==> config.mk <==
export PLATFORM = sky130hd
export DESIGN_NAME = dfs_front
export DESIGN_NICKNAME = d
export VERILOG_FILES = /design/src/rtl/dfs_pkg.sv /design/src/rtl/dfs_front.sv
export SDC_FILE = /design/constraint.sdc
export NUM_CORES = 1
export LEC_CHECK = 0
export ABC_CLOCK_PERIOD_IN_PS = 2600
export BUFFER_PORTS_ARGS = -buffer_cell sky130_fd_sc_hd__buf_2
export CORE_ASPECT_RATIO = 1.2
export CORE_MARGIN = 10
export CORE_UTILIZATION = 42
export CTS_CLUSTER_DIAMETER = 30
export DETAILED_ROUTE_END_ITERATION = 12
export GPL_TIMING_DRIVEN = 0
export PLACE_DENSITY = 0.66
export SYNTH_ARGS = -nofsm -noshare
export SYNTH_HDL_FRONTEND = slang
export SYNTH_SLANG_ARGS = --single-unit
==> constraint.sdc <==
create_clock -name clk -period 2.6 [get_ports clk]
set_input_delay 0.26 -clock clk [delete_from_list [all_inputs] [get_ports clk]]
set_output_delay 0.26 -clock clk [all_outputs]
set_load 0.03 [all_outputs]
==> src/rtl/dfs_pkg.sv <==
// Package for the dark frame subtraction block: widths, action codes and the
// command word type passed between front end, queue and back end. No dependencies.
package dfs_pkg;

  localparam int unsigned MAX_PIXELS_DEF = 65536;
  localparam int unsigned FRAC_BITS_DEF  = 8;
  localparam int unsigned PIX_W          = 16;
  localparam int unsigned OUT_W          = 25;
  localparam int unsigned CFG_W          = 17;
  localparam int unsigned SUM_W          = 32;
  localparam int unsigned COUNT_W        = 16;
  localparam int unsigned MASK_W         = 24;
  localparam logic [COUNT_W-1:0] COUNT_MAX = '1;

  typedef enum logic [1:0] {
    ACT_PIXEL  = 2'd0,
    ACT_START  = 2'd1,
    ACT_FINISH = 2'd2,
    ACT_NONE   = 2'd3
  } action_t;

  // Classified command handed from the front end to the back end.
  typedef struct packed {
    action_t           action;
    logic [PIX_W-1:0]  pixel;
  } cmd_t;

endpackage

==> src/rtl/dfs_front.sv <==
// Front end: accepts input words, drops unused codes, and feeds a short
// command queue towards the back end. Depends on dfs_pkg.
module dfs_front (
  input  logic          clk,
  input  logic          rst,
  input  logic          s_tvalid,
  output logic          s_tready,
  input  logic [1:0]    s_tuser,
  input  logic [15:0]   s_tdata,
  output logic          q_valid,
  input  logic          q_pop,
  output dfs_pkg::cmd_t q_cmd
);
  import dfs_pkg::*;

  localparam int unsigned DEPTH = 4;
  localparam int unsigned AW    = $clog2(DEPTH);

  cmd_t            entries [DEPTH];
  logic [AW-1:0]   wr_ptr;
  logic [AW-1:0]   rd_ptr;
  logic [AW:0]     fill;
  logic            push;
  logic            take;

  assign s_tready = (fill != (AW+1)'(DEPTH));
  assign take     = s_tvalid && s_tready;
  // Only meaningful actions go into the queue.
  assign push     = take && (action_t'(s_tuser) != ACT_NONE);
  assign q_valid  = (fill != '0);
  assign q_cmd    = entries[rd_ptr];

  // Queue storage and pointers.
  always_ff @(posedge clk) begin
    if (rst) begin
      wr_ptr <= '0;
      rd_ptr <= '0;
      fill   <= '0;
    end else begin
      if (push) begin
        wr_ptr <= wr_ptr + 1'b1;
      end
      if (q_pop) begin
        rd_ptr <= rd_ptr + 1'b1;
      end
      fill <= fill + (AW+1)'(push) - (AW+1)'(q_pop);
    end
    if (push) begin
      entries[wr_ptr] <= '{action: action_t'(s_tuser), pixel: s_tdata};
    end
  end

`ifndef SYNTHESIS
  a_no_overflow: assert property (@(posedge clk) disable iff (rst)
    (fill == (AW+1)'(DEPTH)) |-> !push)
    else $error("command queue overflow");
  a_no_underflow: assert property (@(posedge clk) disable iff (rst)
    q_pop |-> q_valid)
    else $error("command queue underflow");
  a_fill_step: assert property (@(posedge clk) disable iff (rst)
    (push && !q_pop) |=> fill == $past(fill) + 1'b1)
    else $error("fill count slip");
`endif
endmodule

# After elaboration in Yosys (flattened, before gate mapping)
# Memories as Yosys holds them, arrays and structs flattened. A register that Yosys moved wholly into a read port is not among the register bits.
# Index checks and enable logic that the tools add are counted.
# Widths: inputs -> output; s select.
[totals]
latch_bits = 0
register_bits = 7
memories = 1
input_bits = 22
mem_bits_ro = 0
elab_cells = 17
ram_bits = 72
output_inout_bits = 20
[memory_table]
columns = ["name", "words", "word_bits", "rd", "rd_clocked_by_memory_dff", "write_ports", "line", "source"]
rows = [
  ["entries", 4, 18, 1, 1, 1, "dfs_front.sv:19", "cmd_t entries [DEPTH];"],
]
[classes]
n_mux = 4
order_cmp = 0
n_reduce_logical = 3
div_mod_pow = 0
n_addsub = 4
n_eq_ne = 2
shifts = 0
n_mul = 0
n_bitwise = 0
[ops]
columns = ["cell", "count"]
rows = [
  ["$add 2x1->2 const B", 2],
  ["$mux 2", 2],
  ["$add 3x1->3", 1],
  ["$ne 3x3->1 const B", 1],
  ["$reduce_bool 3->1", 1],
  ["$sub 3x1->3", 1],
  ["$logic_and 1x1->1", 2],
  ["$mux 1", 2],
  ["$ne 2x2->1 const B", 1],
]

# Depth between registers and ports, before layout
# Gate-level depths: netlist (run 1).
[logic_depth]
word_depth = 5
ltp_mapped = 11
depth_no_buf = 11

# Worst setup path before layout (run 1)
# Ideal clock, no wire load.
[synth_path]
path_kind = "register to register"
from = "register fill[1]"
to = "register fill[2]"
path_stages_with_launch = 12
path_slack_ps = 411
arrival_ps = 2111
required_time_ps = 2522
setup_time_ps = 78
period_less_slack_ps = 2189
path_cell_list = "dfxtp_1 > nor2_1 > a221oi_4 > inv_1 > ha_1 > inv_1 > ha_1 > inv_1 > fa_1 > xor2_1 > and2_1 > nor3_1"
[synth_via]
elab_chain_cells = 5
[synth_rtl]
columns = ["item", "line", "source"]
rows = [
  ["start: declaration", "dfs_front.sv:22", "logic [AW:0] fill;"],
  ["start signal: assignment", "dfs_front.sv:46", "fill <= fill + (AW+1)'(push) - (AW+1)'(q_pop);"],
  ["$ne 3x3->1", "dfs_front.sv:26", "assign s_tready = (fill != (AW+1)'(DEPTH));"],
  ["$logic_and 1x1->1", "dfs_front.sv:27", "assign take = s_tvalid && s_tready;"],
  ["$logic_and 1x1->1", "dfs_front.sv:29", "assign push = take && (action_t'(s_tuser) != ACT_NONE);"],
  ["$add 3x1->3 *", "dfs_front.sv:46", ""],
  ["$sub 3x1->3 *", "dfs_front.sv:46", ""],
]
# Mark *: on every way between the ends. The rest lies on a longest branch, timed or not.
# A chain may end at the register's enable or synchronous reset.

# Worst setup path after layout (run 1)
# Same ends and word-level chain as after synthesis.

==> flow_metrics.env, run 1 <==
export IMPL_cts_setup_buffers=0
export IMPL_nFillCells=603
export IMPL_grt_pass1_wl_um=7740
export IMPL_syn_num_nets=172
export IMPL_slew_headroom_pct=35.1
export IMPL_via_per_inst=4.83
export IMPL_setup_violations=0
export IMPL_h_tree_depth=3
export IMPL_seq_area_frac_synth_pct=75.2
export IMPL_gp_congestion=0.659
export IMPL_grt_max_degree=19
export IMPL_wl_um=4810
export IMPL_dieArea_um2=11300
export IMPL_finalSetupTns_ns=0
export IMPL_yosys_warnings=0
export IMPL_fin_crit_ns=2.27
export IMPL_drtIter0Drc=34
export IMPL_die_w_um=98.6
export IMPL_status="complete, no violations"
export IMPL_clock_fmax_ghz=0.441
export IMPL_critPathCaptureType="register"
export IMPL_n_antenna_cell=0
export IMPL_final_instance_count_excl_fill=290
export IMPL_antenna_left=0
export IMPL_slew_viol_final=0
export IMPL_power_leakage_uw=0.00129
export IMPL_cts_buffer_depth=2
export IMPL_path_clk_slew_ns=0.07
export IMPL_fin_crit_sh_pct=87.1
export IMPL_cts_tree="done"
export IMPL_ys_ff_latch=81
export IMPL_place_inst=273
export IMPL_track_usage_pct=9.09
export IMPL_fin_skew_ns=0.00610
export IMPL_first_global_vias=1536
export IMPL_initial_utilization_pct=43.1
export IMPL_clkSinkCount=81
export IMPL_crit_type="register to register"
export IMPL_maxCapViolations=0
export IMPL_yosysTopAreaCell="edfxtp_1"
export IMPL_avgSynthCellArea_um2=21.8
export IMPL_cpPeakStageDelay_ns=0.42
export IMPL_path_buf_inv=3
export IMPL_core_um2=7230
export IMPL_fp_dieH_um=114
export IMPL_worstSetupStartpointType="register"
export IMPL_vdd_ir_drop_max_uv=584
export IMPL_hold_class="primary input to register"
export IMPL_synthCells=143
export IMPL_drcViolationCount=0
export IMPL_drive_above_1_share_pct=36.0
export IMPL_worst_slew_pin_slew_ns=0.973
export IMPL_hold_viol=0
export IMPL_portBuffers=40
export IMPL_yosysUniqueCellTypes=23
export IMPL_rsz0062_at_grt="no"
export IMPL_stdcell_area_um2=3650
export IMPL_synthDominantCellAreaShare_pct=69.4
export IMPL_path_delay_family="adder cells"
export IMPL_crit_path_frequent_cell="inv_1"
export IMPL_cts_root_buf="clkbuf_8"
export IMPL_numCtsBuffers=9
export IMPL_fin_util_pct=50.4
export IMPL_setup_ws_ns=0.334
export IMPL_clk_latency_ns=0.34
export IMPL_rows=34
export IMPL_worst_path_max_fanout=5
export IMPL_nets=224
export IMPL_worstPathRequired_ns=2.87
export IMPL_dpl_cell_area_um2=3430
export IMPL_crit_chain="nor2_1 -> a221oi_4 -> inv_1 -> ha_1 -> inv_1 -> ha_1 -> inv_1 -> fa_1 -> xor2_1 -> and2_1 -> nor3_1"
export IMPL_worst_ep_arrival_time_ns=2.53
export IMPL_ctsHoldBuffers=0
export IMPL_drt_pre_antenna_iters=4
export IMPL_syn_area_um2=3120
export IMPL_cts_repair_resized=0
export IMPL_cp_slowest_cell="dfxtp_1"
export IMPL_vias=1402
export IMPL_io_pins=42
export IMPL_synth_area_leaders="edfxtp_1 69%, mux4_2 7.2%, mux4_1 6.7%"
export IMPL_power_density_nw_per_um2=844
export IMPL_dpl_worst_slack_ns=0.181
export IMPL_areaGrowthSynthToFinish_pct=17.0
export IMPL_wl_per_cell_um=16.6
export IMPL_antenna_found_initial=0
export IMPL_gr_total_overflow=0
-- cells in the mapped netlist --
cell type and n:
xnor2_1 1, xor2_1 2, edfxtp_1 72, mux4_1 8, buf_2 2, buf_12 1
a221oi_4 1, clkbuf_1 1, buf_6 1, mux4_2 10, nor2_1 8, and2_1 5
ha_1 6, inv_1 6, fa_1 1, or3_1 1, mux2i_1 1, nand2b_1 2
nand2_1 2, mux2_4 1, nor2b_1 1, nor3_1 1, dfxtp_1 9
-- cell type report --
| type | count | area [µm²] | area share [%] |
|---|---|---|---|
| buffer | 5 | 45.0 | 1.23 |
| clock buffer | 10 | 128 | 3.50 |
| clock inverter | 6 | 82.6 | 2.26 |
| inverter | 6 | 22.5 | 0.617 |
| multi-input combinational | 51 | 707 | 19.4 |
| sequential | 81 | 2340 | 64.2 |
| tap | 90 | 113 | 3.09 |
| timing repair buffer | 41 | 208 | 5.69 |
-- routing by layer --
layer	up-vias	part of all wire, %	track usage, %
met5	-	0	0
met4	0	2.7	6.03
met3	10	6.2	3.32
met2	40	51	15.0
met1	678	40	9.60
li1	674	-	-
-- through the flow --
stage,hold WS (ns),power (µW)
after floorplan,0.359,2010
after global placement,0.474,2170
after detailed placement,0.478,2180
after CTS,0.109,3120
after global routing,0.123,3220
final,0.132,3080
-- cells in the final DEF, fill, tap and decap left out --
cell type	synthesis	final
edfxtp_1	72	72
buf_2	2	42
mux4_2	10	10
dfxtp_1	9	9
clkbuf_8	0	9
mux4_1	8	8
nor2_1	8	8
inv_1	6	6
ha_1	6	6
and2_1	5	5
clkinv_2	0	3
nand2_1	2	2
clkbuf_1	1	2
xor2_1	2	2
nand2b_1	2	2
bufinv_16	0	2
buf_6	1	1
buf_12	1	1
a221oi_4	1	1
or3_1	1	1
nor2b_1	1	1
mux2_4	1	1
xnor2_1	1	1
mux2i_1	1	1
nor3_1	1	1
fa_1	1	1
clkinvlp_4	0	1
buf_4	0	1
-- where the power goes --
group	switching, µW	internal [µW]	leakage, µW
Combinational	345	208	0.000458
Clock	404	535	0.000106
Sequential	44.9	1540	0.000730
-- path summary, 6_finish.rpt --
| check | startpoint | endpoint | slack [ns] | cells after the start |
|---|---|---|---|---|
| setup / recovery | fill[1] | fill[2] | 0.33 | 11 |
| hold reg to reg | wr_ptr[1] | wr_ptr[1] | 0.52 | 2 |
| setup reg to reg | fill[1] | fill[2] | 0.33 | 11 |
| hold / removal | s_tdata[13] | entries[1][13] | 0.13 | 1 |
-- logic make-up (layout without fill, tap and decap cells) --
logic type	Yosys count	count (layout)	synth area share, %
adder cells (fa/ha/maj)	7	7	3.05
buffers and inverters	11	68	2.17
flip-flops	81	81	75.2
AO/OA/AOI/OAI	1	1	0.843
multiplexers	20	20	14.8
XOR/XNOR	3	3	0.843
AND/OR/NAND/NOR	20	20	3.17
-- flip-flops by register name, indices dropped and copies added, names as in the netlist, named ones only --
name and flops:
fill 3, entries 72, rd_ptr 2, wr_ptr 2
(Power assumes the default switching activity.)
==> run 2, diff against run 1 <==
- CORE_ASPECT_RATIO: 1.2 -> 1.1
- CORE_UTILIZATION: 42 -> 28
- HOLD_SLACK_MARGIN: not set -> 0.08
- PLACE_DENSITY: 0.66 -> 0.5
==> flow_metrics.env, run 2 (same netlist as run 1, synthesis figures left out) <==
export IMPL_worst_ep_arrival_time_ns=2.54
export IMPL_ctsHoldBuffers=0
export IMPL_grtUsageMet1_pct=8.75
export IMPL_setup_violations=0
export IMPL_grt_pass1_wl_um=8770
export IMPL_io_pins=42
export IMPL_met3_usage_pct=3.13
export IMPL_drt_pre_antenna_iters=5
export IMPL_fin_crit_sh_pct=88.2
export IMPL_worst_path_max_fanout=5
export IMPL_power_uw=3460
export IMPL_power_switching_uw=868
export IMPL_crit_start="fill[1]"
export IMPL_hold_viol=0
export IMPL_finalSetupTns_ns=0
export IMPL_slew_headroom_pct=33.1
export IMPL_gp_congestion=0.648
export IMPL_nets=224
export IMPL_fin_util_pct=35.0
export IMPL_first_global_vias=1536
export IMPL_rows=40
export IMPL_final_common_cell="edfxtp_1"
export IMPL_power_frac_seq_pct=45.9
export IMPL_clk_latency_ns=0.33
export IMPL_rsz0062_at_grt="no"
export IMPL_internal_power_uw=2590
export IMPL_h_tree_depth=3
export IMPL_antenna_left=0
export IMPL_cts_repair_resized=0
export IMPL_top_regs="entries x72, fill x3"
export IMPL_pwr_share_comb_pct=16.4
export IMPL_portBuffers=40
export IMPL_cts_root_buf="clkbuf_16"
export IMPL_netSwitchingFraction_pct=25.1
export IMPL_hold_class="primary input to register"
export IMPL_clock_fmax_ghz=0.436
export IMPL_grtUsageMet2_pct=12.1
export IMPL_busiest_layer="met2"
export IMPL_critPathCaptureType="register"
export IMPL_final_instance_count_excl_fill=347
export IMPL_nFillCells=1074
export IMPL_initial_utilization_pct=28.6
export IMPL_areaGrowthSynthToFinish_pct=22.6
export IMPL_die_w_um=121
export IMPL_crit_type="register to register"
export IMPL_cpPeakStageDelay_ns=0.42
export IMPL_core_um2=10900
export IMPL_grt_max_degree=19
export IMPL_cts_tree="done"
export IMPL_vias=1436
export IMPL_holdWs_ns=0.149
export IMPL_fp_dieH_um=131
export IMPL_reg2reg_from="fill[1]"
export IMPL_power_leakage_uw=0.00134
export IMPL_fin_crit_ns=2.29
export IMPL_path_delay_family="adder cells"
export IMPL_clkSinkCount=81
export IMPL_power_density_nw_per_um2=905
export IMPL_status="complete, no violations"
export IMPL_gr_total_overflow=0
export IMPL_clkPwrFrac_pct=37.7
export IMPL_cts_buffer_depth=2
export IMPL_cp_slowest_cell="dfxtp_1"
export IMPL_worstHoldStart="s_tdata[1]"
export IMPL_crit_path_frequent_cell="inv_1"
export IMPL_worstSetupStartpointType="register"
export IMPL_via_per_inst=4.14
export IMPL_dieArea_um2=15800
export IMPL_slew_viol_final=0
export IMPL_fin_skew_ns=0.00757
export IMPL_place_inst=330
export IMPL_layout_common_cells="72 x edfxtp_1, 42 x buf_2, 10 x mux4_2"
export IMPL_maxCapViolations=0
export IMPL_worst_slew_pin_slew_ns=1.00
export IMPL_drtIter0Drc=63
export IMPL_hpwl_um=3710
export IMPL_path_buf_inv=3
export IMPL_worstPathRequired_ns=2.85
export IMPL_drcViolationCount=0
export IMPL_track_usage_pct=7.58
export IMPL_vdd_ir_drop_max_uv=454
export IMPL_wl_um=5650
export IMPL_largest_register_ffs=72
export IMPL_numCtsBuffers=9
export IMPL_path_clk_slew_ns=0.06
export IMPL_wl_per_cell_um=16.3
export IMPL_n_antenna_cell=0
export IMPL_drive_above_1_share_pct=35.0
export IMPL_top_register="entries"
export IMPL_antenna_found_initial=0
export IMPL_crit_chain="nor2_1 -> a221oi_4 -> inv_1 -> ha_1 -> inv_1 -> ha_1 -> inv_1 -> fa_1 -> xor2_1 -> and2_1 -> nor3_1"
## run 2: cell count changes in the layout (fill, tap and decap cells not counted)
cell	change
clkinv_4	+1
clkbuf_8	-9
clkbuf_16	+9
clkbuf_1	+1
clkinv_1	+1
clkinv_2	-3
## run 2: path summary, 6_finish.rpt
check	endpoint	slack (ns)	cells past startpoint
max	fill[2]	0.31	11
min	entries[1][1]	0.15	1
max reg2reg	fill[2]	0.31	11
min reg2reg	wr_ptr[1]	0.52	2
## run 2: worst reg2reg max path, stage by stage (launching register included)
cell and delay, ns:
dfxtp_1 0.42, nor2_1 0.12, a221oi_4 0.27, inv_1 0.08
ha_1 0.27, inv_1 0.06, ha_1 0.13, inv_1 0.05
fa_1 0.38, xor2_1 0.16, and2_1 0.16, nor3_1 0.14
## run 2: power by group through the flow
stage / Clock (µW) / Sequential [µW] / Combinational [µW]
floorplan: 0 / 1600 / 410
global placement: 0 / 1610 / 572
detailed placement: 0 / 1620 / 579
CTS: 1340 / 1590 / 581
global route: 1390 / 1600 / 617
finish: 1300 / 1590 / 566
## run 2: cell type report
cell class | count | area, µm² | share of cell area (%)
sequential | 81 | 2340 | 61.3
multi-input combinational | 51 | 707 | 18.5
clock buffer | 11 | 233 | 6.09
timing repair buffer | 41 | 208 | 5.44
tap | 147 | 184 | 4.81
clock inverter | 5 | 80.1 | 2.10
buffer | 5 | 45.0 | 1.18
inverter | 6 | 22.5 | 0.589
## run 2: what timing repair did
item,in CTS,in global routing
endpoints found under the hold margin,0,0
buffers inserted,0,1
endpoints found under the setup margin,0,1
## run 2: metrics by stage
stage / setup WS (ns) / area (µm²)
6_report: 0.306 / 3820
5_1_grt: 0.139 / 3820
4_1_cts: 0.125 / 3810
3_5_place_dp: 0.158 / 3500
3_3_place_gp: 0.179 / 3500
2_1_floorplan: 0.411 / 3120
## run 2: per-layer routing
metal  part of all wire, %  wire length [µm]
met1                    44              2500
met4                   1.7                97
met5                     0                 0
met3                   5.9               335
met2                    48              2720
==> run 3, diff against run 2 <==
- PLACE_DENSITY: 0.5 -> not set
- TNS_END_PERCENT: not set -> 100
==> flow_metrics.env, run 3 (same netlist as run 1, synthesis figures left out) <==
export IMPL_core_um2=10900
export IMPL_worst_path_max_fanout=5
export IMPL_critPathCaptureType="register"
export IMPL_crit_path_end="fill[2]"
export IMPL_antenna_found_initial=0
export IMPL_nFillCells=1056
export IMPL_power_uw=3420
export IMPL_clkPwrFrac_pct=37.2
export IMPL_power_density_nw_per_um2=896
export IMPL_clk_latency_ns=0.33
export IMPL_nets=224
export IMPL_worst_slew_pin_slew_ns=0.999
export IMPL_ctsHoldBuffers=0
export IMPL_rr_endpoint="fill[2]"
export IMPL_cts_setup_buffers=0
export IMPL_setup_violations=0
export IMPL_top_register="entries"
export IMPL_fin_skew_ns=0.00559
export IMPL_cts_tree="done"
export IMPL_reg2reg_from="fill[1]"
export IMPL_final_common_cell="edfxtp_1"
export IMPL_hold_viol=0
export IMPL_layout_common_cells="72 x edfxtp_1, 42 x buf_2, 10 x mux4_2"
export IMPL_cp_slowest_cell="dfxtp_1"
export IMPL_status="complete, no violations"
export IMPL_initial_utilization_pct=28.6
export IMPL_io_pins=42
export IMPL_rr_worst_depth=11
export IMPL_drtIter0Drc=76
export IMPL_fin_crit_ns=2.27
export IMPL_crit_path_frequent_cell="inv_1"
export IMPL_dpl_cell_area_um2=3500
export IMPL_crit_chain="nor2_1 -> a221oi_4 -> inv_1 -> ha_1 -> inv_1 -> ha_1 -> inv_1 -> fa_1 -> xor2_1 -> and2_1 -> nor3_1"
export IMPL_worstSetupStartpointType="register"
export IMPL_path_clk_slew_ns=0.06
export IMPL_antenna_left=0
export IMPL_fp_dieH_um=131
export IMPL_worst_ep_arrival_time_ns=2.51
export IMPL_wl_per_cell_um=15.9
export IMPL_grt_pass1_wl_um=8650
export IMPL_cts_repair_resized=0
export IMPL_vias=1416
export IMPL_wl_um=5520
export IMPL_vdd_ir_drop_max_uv=428
export IMPL_largest_register_ffs=72
export IMPL_via_per_inst=4.08
export IMPL_clock_fmax_ghz=0.441
export IMPL_power_switching_uw=914
export IMPL_finalSetupTns_ns=0
export IMPL_first_global_vias=1567
export IMPL_internal_power_uw=2500
export IMPL_areaGrowthSynthToFinish_pct=22.3
export IMPL_clkSinkCount=81
export IMPL_maxCapViolations=0
export IMPL_drt_pre_antenna_iters=4
export IMPL_fin_crit_sh_pct=87.3
export IMPL_gp_congestion=0.652
export IMPL_h_tree_depth=3
export IMPL_cts_root_buf="clkbuf_16"
export IMPL_power_leakage_uw=0.00133
export IMPL_rows=40
export IMPL_power_frac_seq_pct=46.3
export IMPL_multi_input_area_um2=707
export IMPL_portBuffers=40
export IMPL_numCtsBuffers=9
export IMPL_dieArea_um2=15800
export IMPL_drive_above_1_share_pct=36.5
export IMPL_slew_headroom_pct=33.4
export IMPL_gr_total_overflow=0
export IMPL_pwr_share_comb_pct=16.4
export IMPL_hpwl_um=3490
export IMPL_stdcell_area_um2=3810
export IMPL_netSwitchingFraction_pct=26.7
export IMPL_regArea_um2=2340
export IMPL_rsz0062_at_grt="no"
export IMPL_crit_type="register to register"
export IMPL_slew_viol_final=0
export IMPL_grt_max_degree=19
export IMPL_track_usage_pct=7.50
export IMPL_cpPeakStageDelay_ns=0.41
export IMPL_crit_start="fill[1]"
export IMPL_reg2reg_slack_ns=0.33
export IMPL_drcViolationCount=0
export IMPL_worstPathRequired_ns=2.85
export IMPL_hold_class="primary input to register"
export IMPL_die_w_um=121
export IMPL_top_regs="entries x72, fill x3"
export IMPL_n_antenna_cell=0
export IMPL_cts_buffer_depth=2
## run 3: per-layer routing
metal  global-route usage [%]  wire length, µm
met4                     2.98               58
met5                        0                0
met3                     3.82              392
met2                     12.2             2800
met1                     8.18             2280
## run 3: power groups by stage
stage	combinational [µW]	clock [µW]	sequential (µW)
2_1_floorplan	410	0	1600
3_3_place_gp	566	0	1610
3_5_place_dp	573	0	1610
4_1_cts	575	1300	1590
5_1_grt	621	1370	1600
6_report	562	1270	1580
## run 3: worst min path at each step
| stage | startpoint | to | slack, ns | depth (start not counted) |
|---|---|---|---|---|
| finish | s_tdata[8] | entries[2][8] | 0.14 | 1 |
| global placement | s_tdata[7] | entries[2][7] | 0.47 | 1 |
| global route | s_tdata[0] | entries[3][0] | 0.13 | 1 |
| detailed placement | s_tdata[8] | entries[2][8] | 0.48 | 1 |
| floorplan | s_tdata[0] | entries[0][0] | 0.36 | 0 |
| CTS | s_tdata[12] | entries[1][12] | 0.13 | 1 |
## run 3: through the flow
| stage | setup WS [ns] | hold WS, ns | cells | util, % |
|---|---|---|---|---|
| after floorplan | 0.411 | 0.359 | 143 | - |
| after global placement | 0.219 | 0.474 | 330 | 32.1 |
| after detailed placement | 0.156 | 0.482 | 330 | 32.1 |
| after CTS | 0.123 | 0.134 | 346 | 34.9 |
| after global routing | 0.0899 | 0.132 | 347 | 34.9 |
| final | 0.331 | 0.144 | 347 | 34.9 |
## run 3: area by class of cell
| type | count | share of cell area (%) |
|---|---|---|
| sequential | 81 | 61.5 |
| multi-input combinational | 51 | 18.5 |
| buffer | 5 | 1.18 |
| inverter | 6 | 0.591 |
| clock buffer | 9 | 5.91 |
| timing repair buffer | 41 | 5.45 |
| tap | 147 | 4.83 |
| clock inverter | 7 | 2.04 |
## run 3: worst max-delay path, delay by kind of cell, from the launching register on
| family | cells | cell delay (ns) |
|---|---|---|
| AOI/OAI and AO/OA | 1 | 0.27 |
| buffers and inverters | 3 | 0.16 |
| xor gates and xnor gates | 1 | 0.16 |
| DFF | 1 | 0.41 |
| adders and majority gates | 3 | 0.77 |
| and+or+nand+nor | 3 | 0.41 |
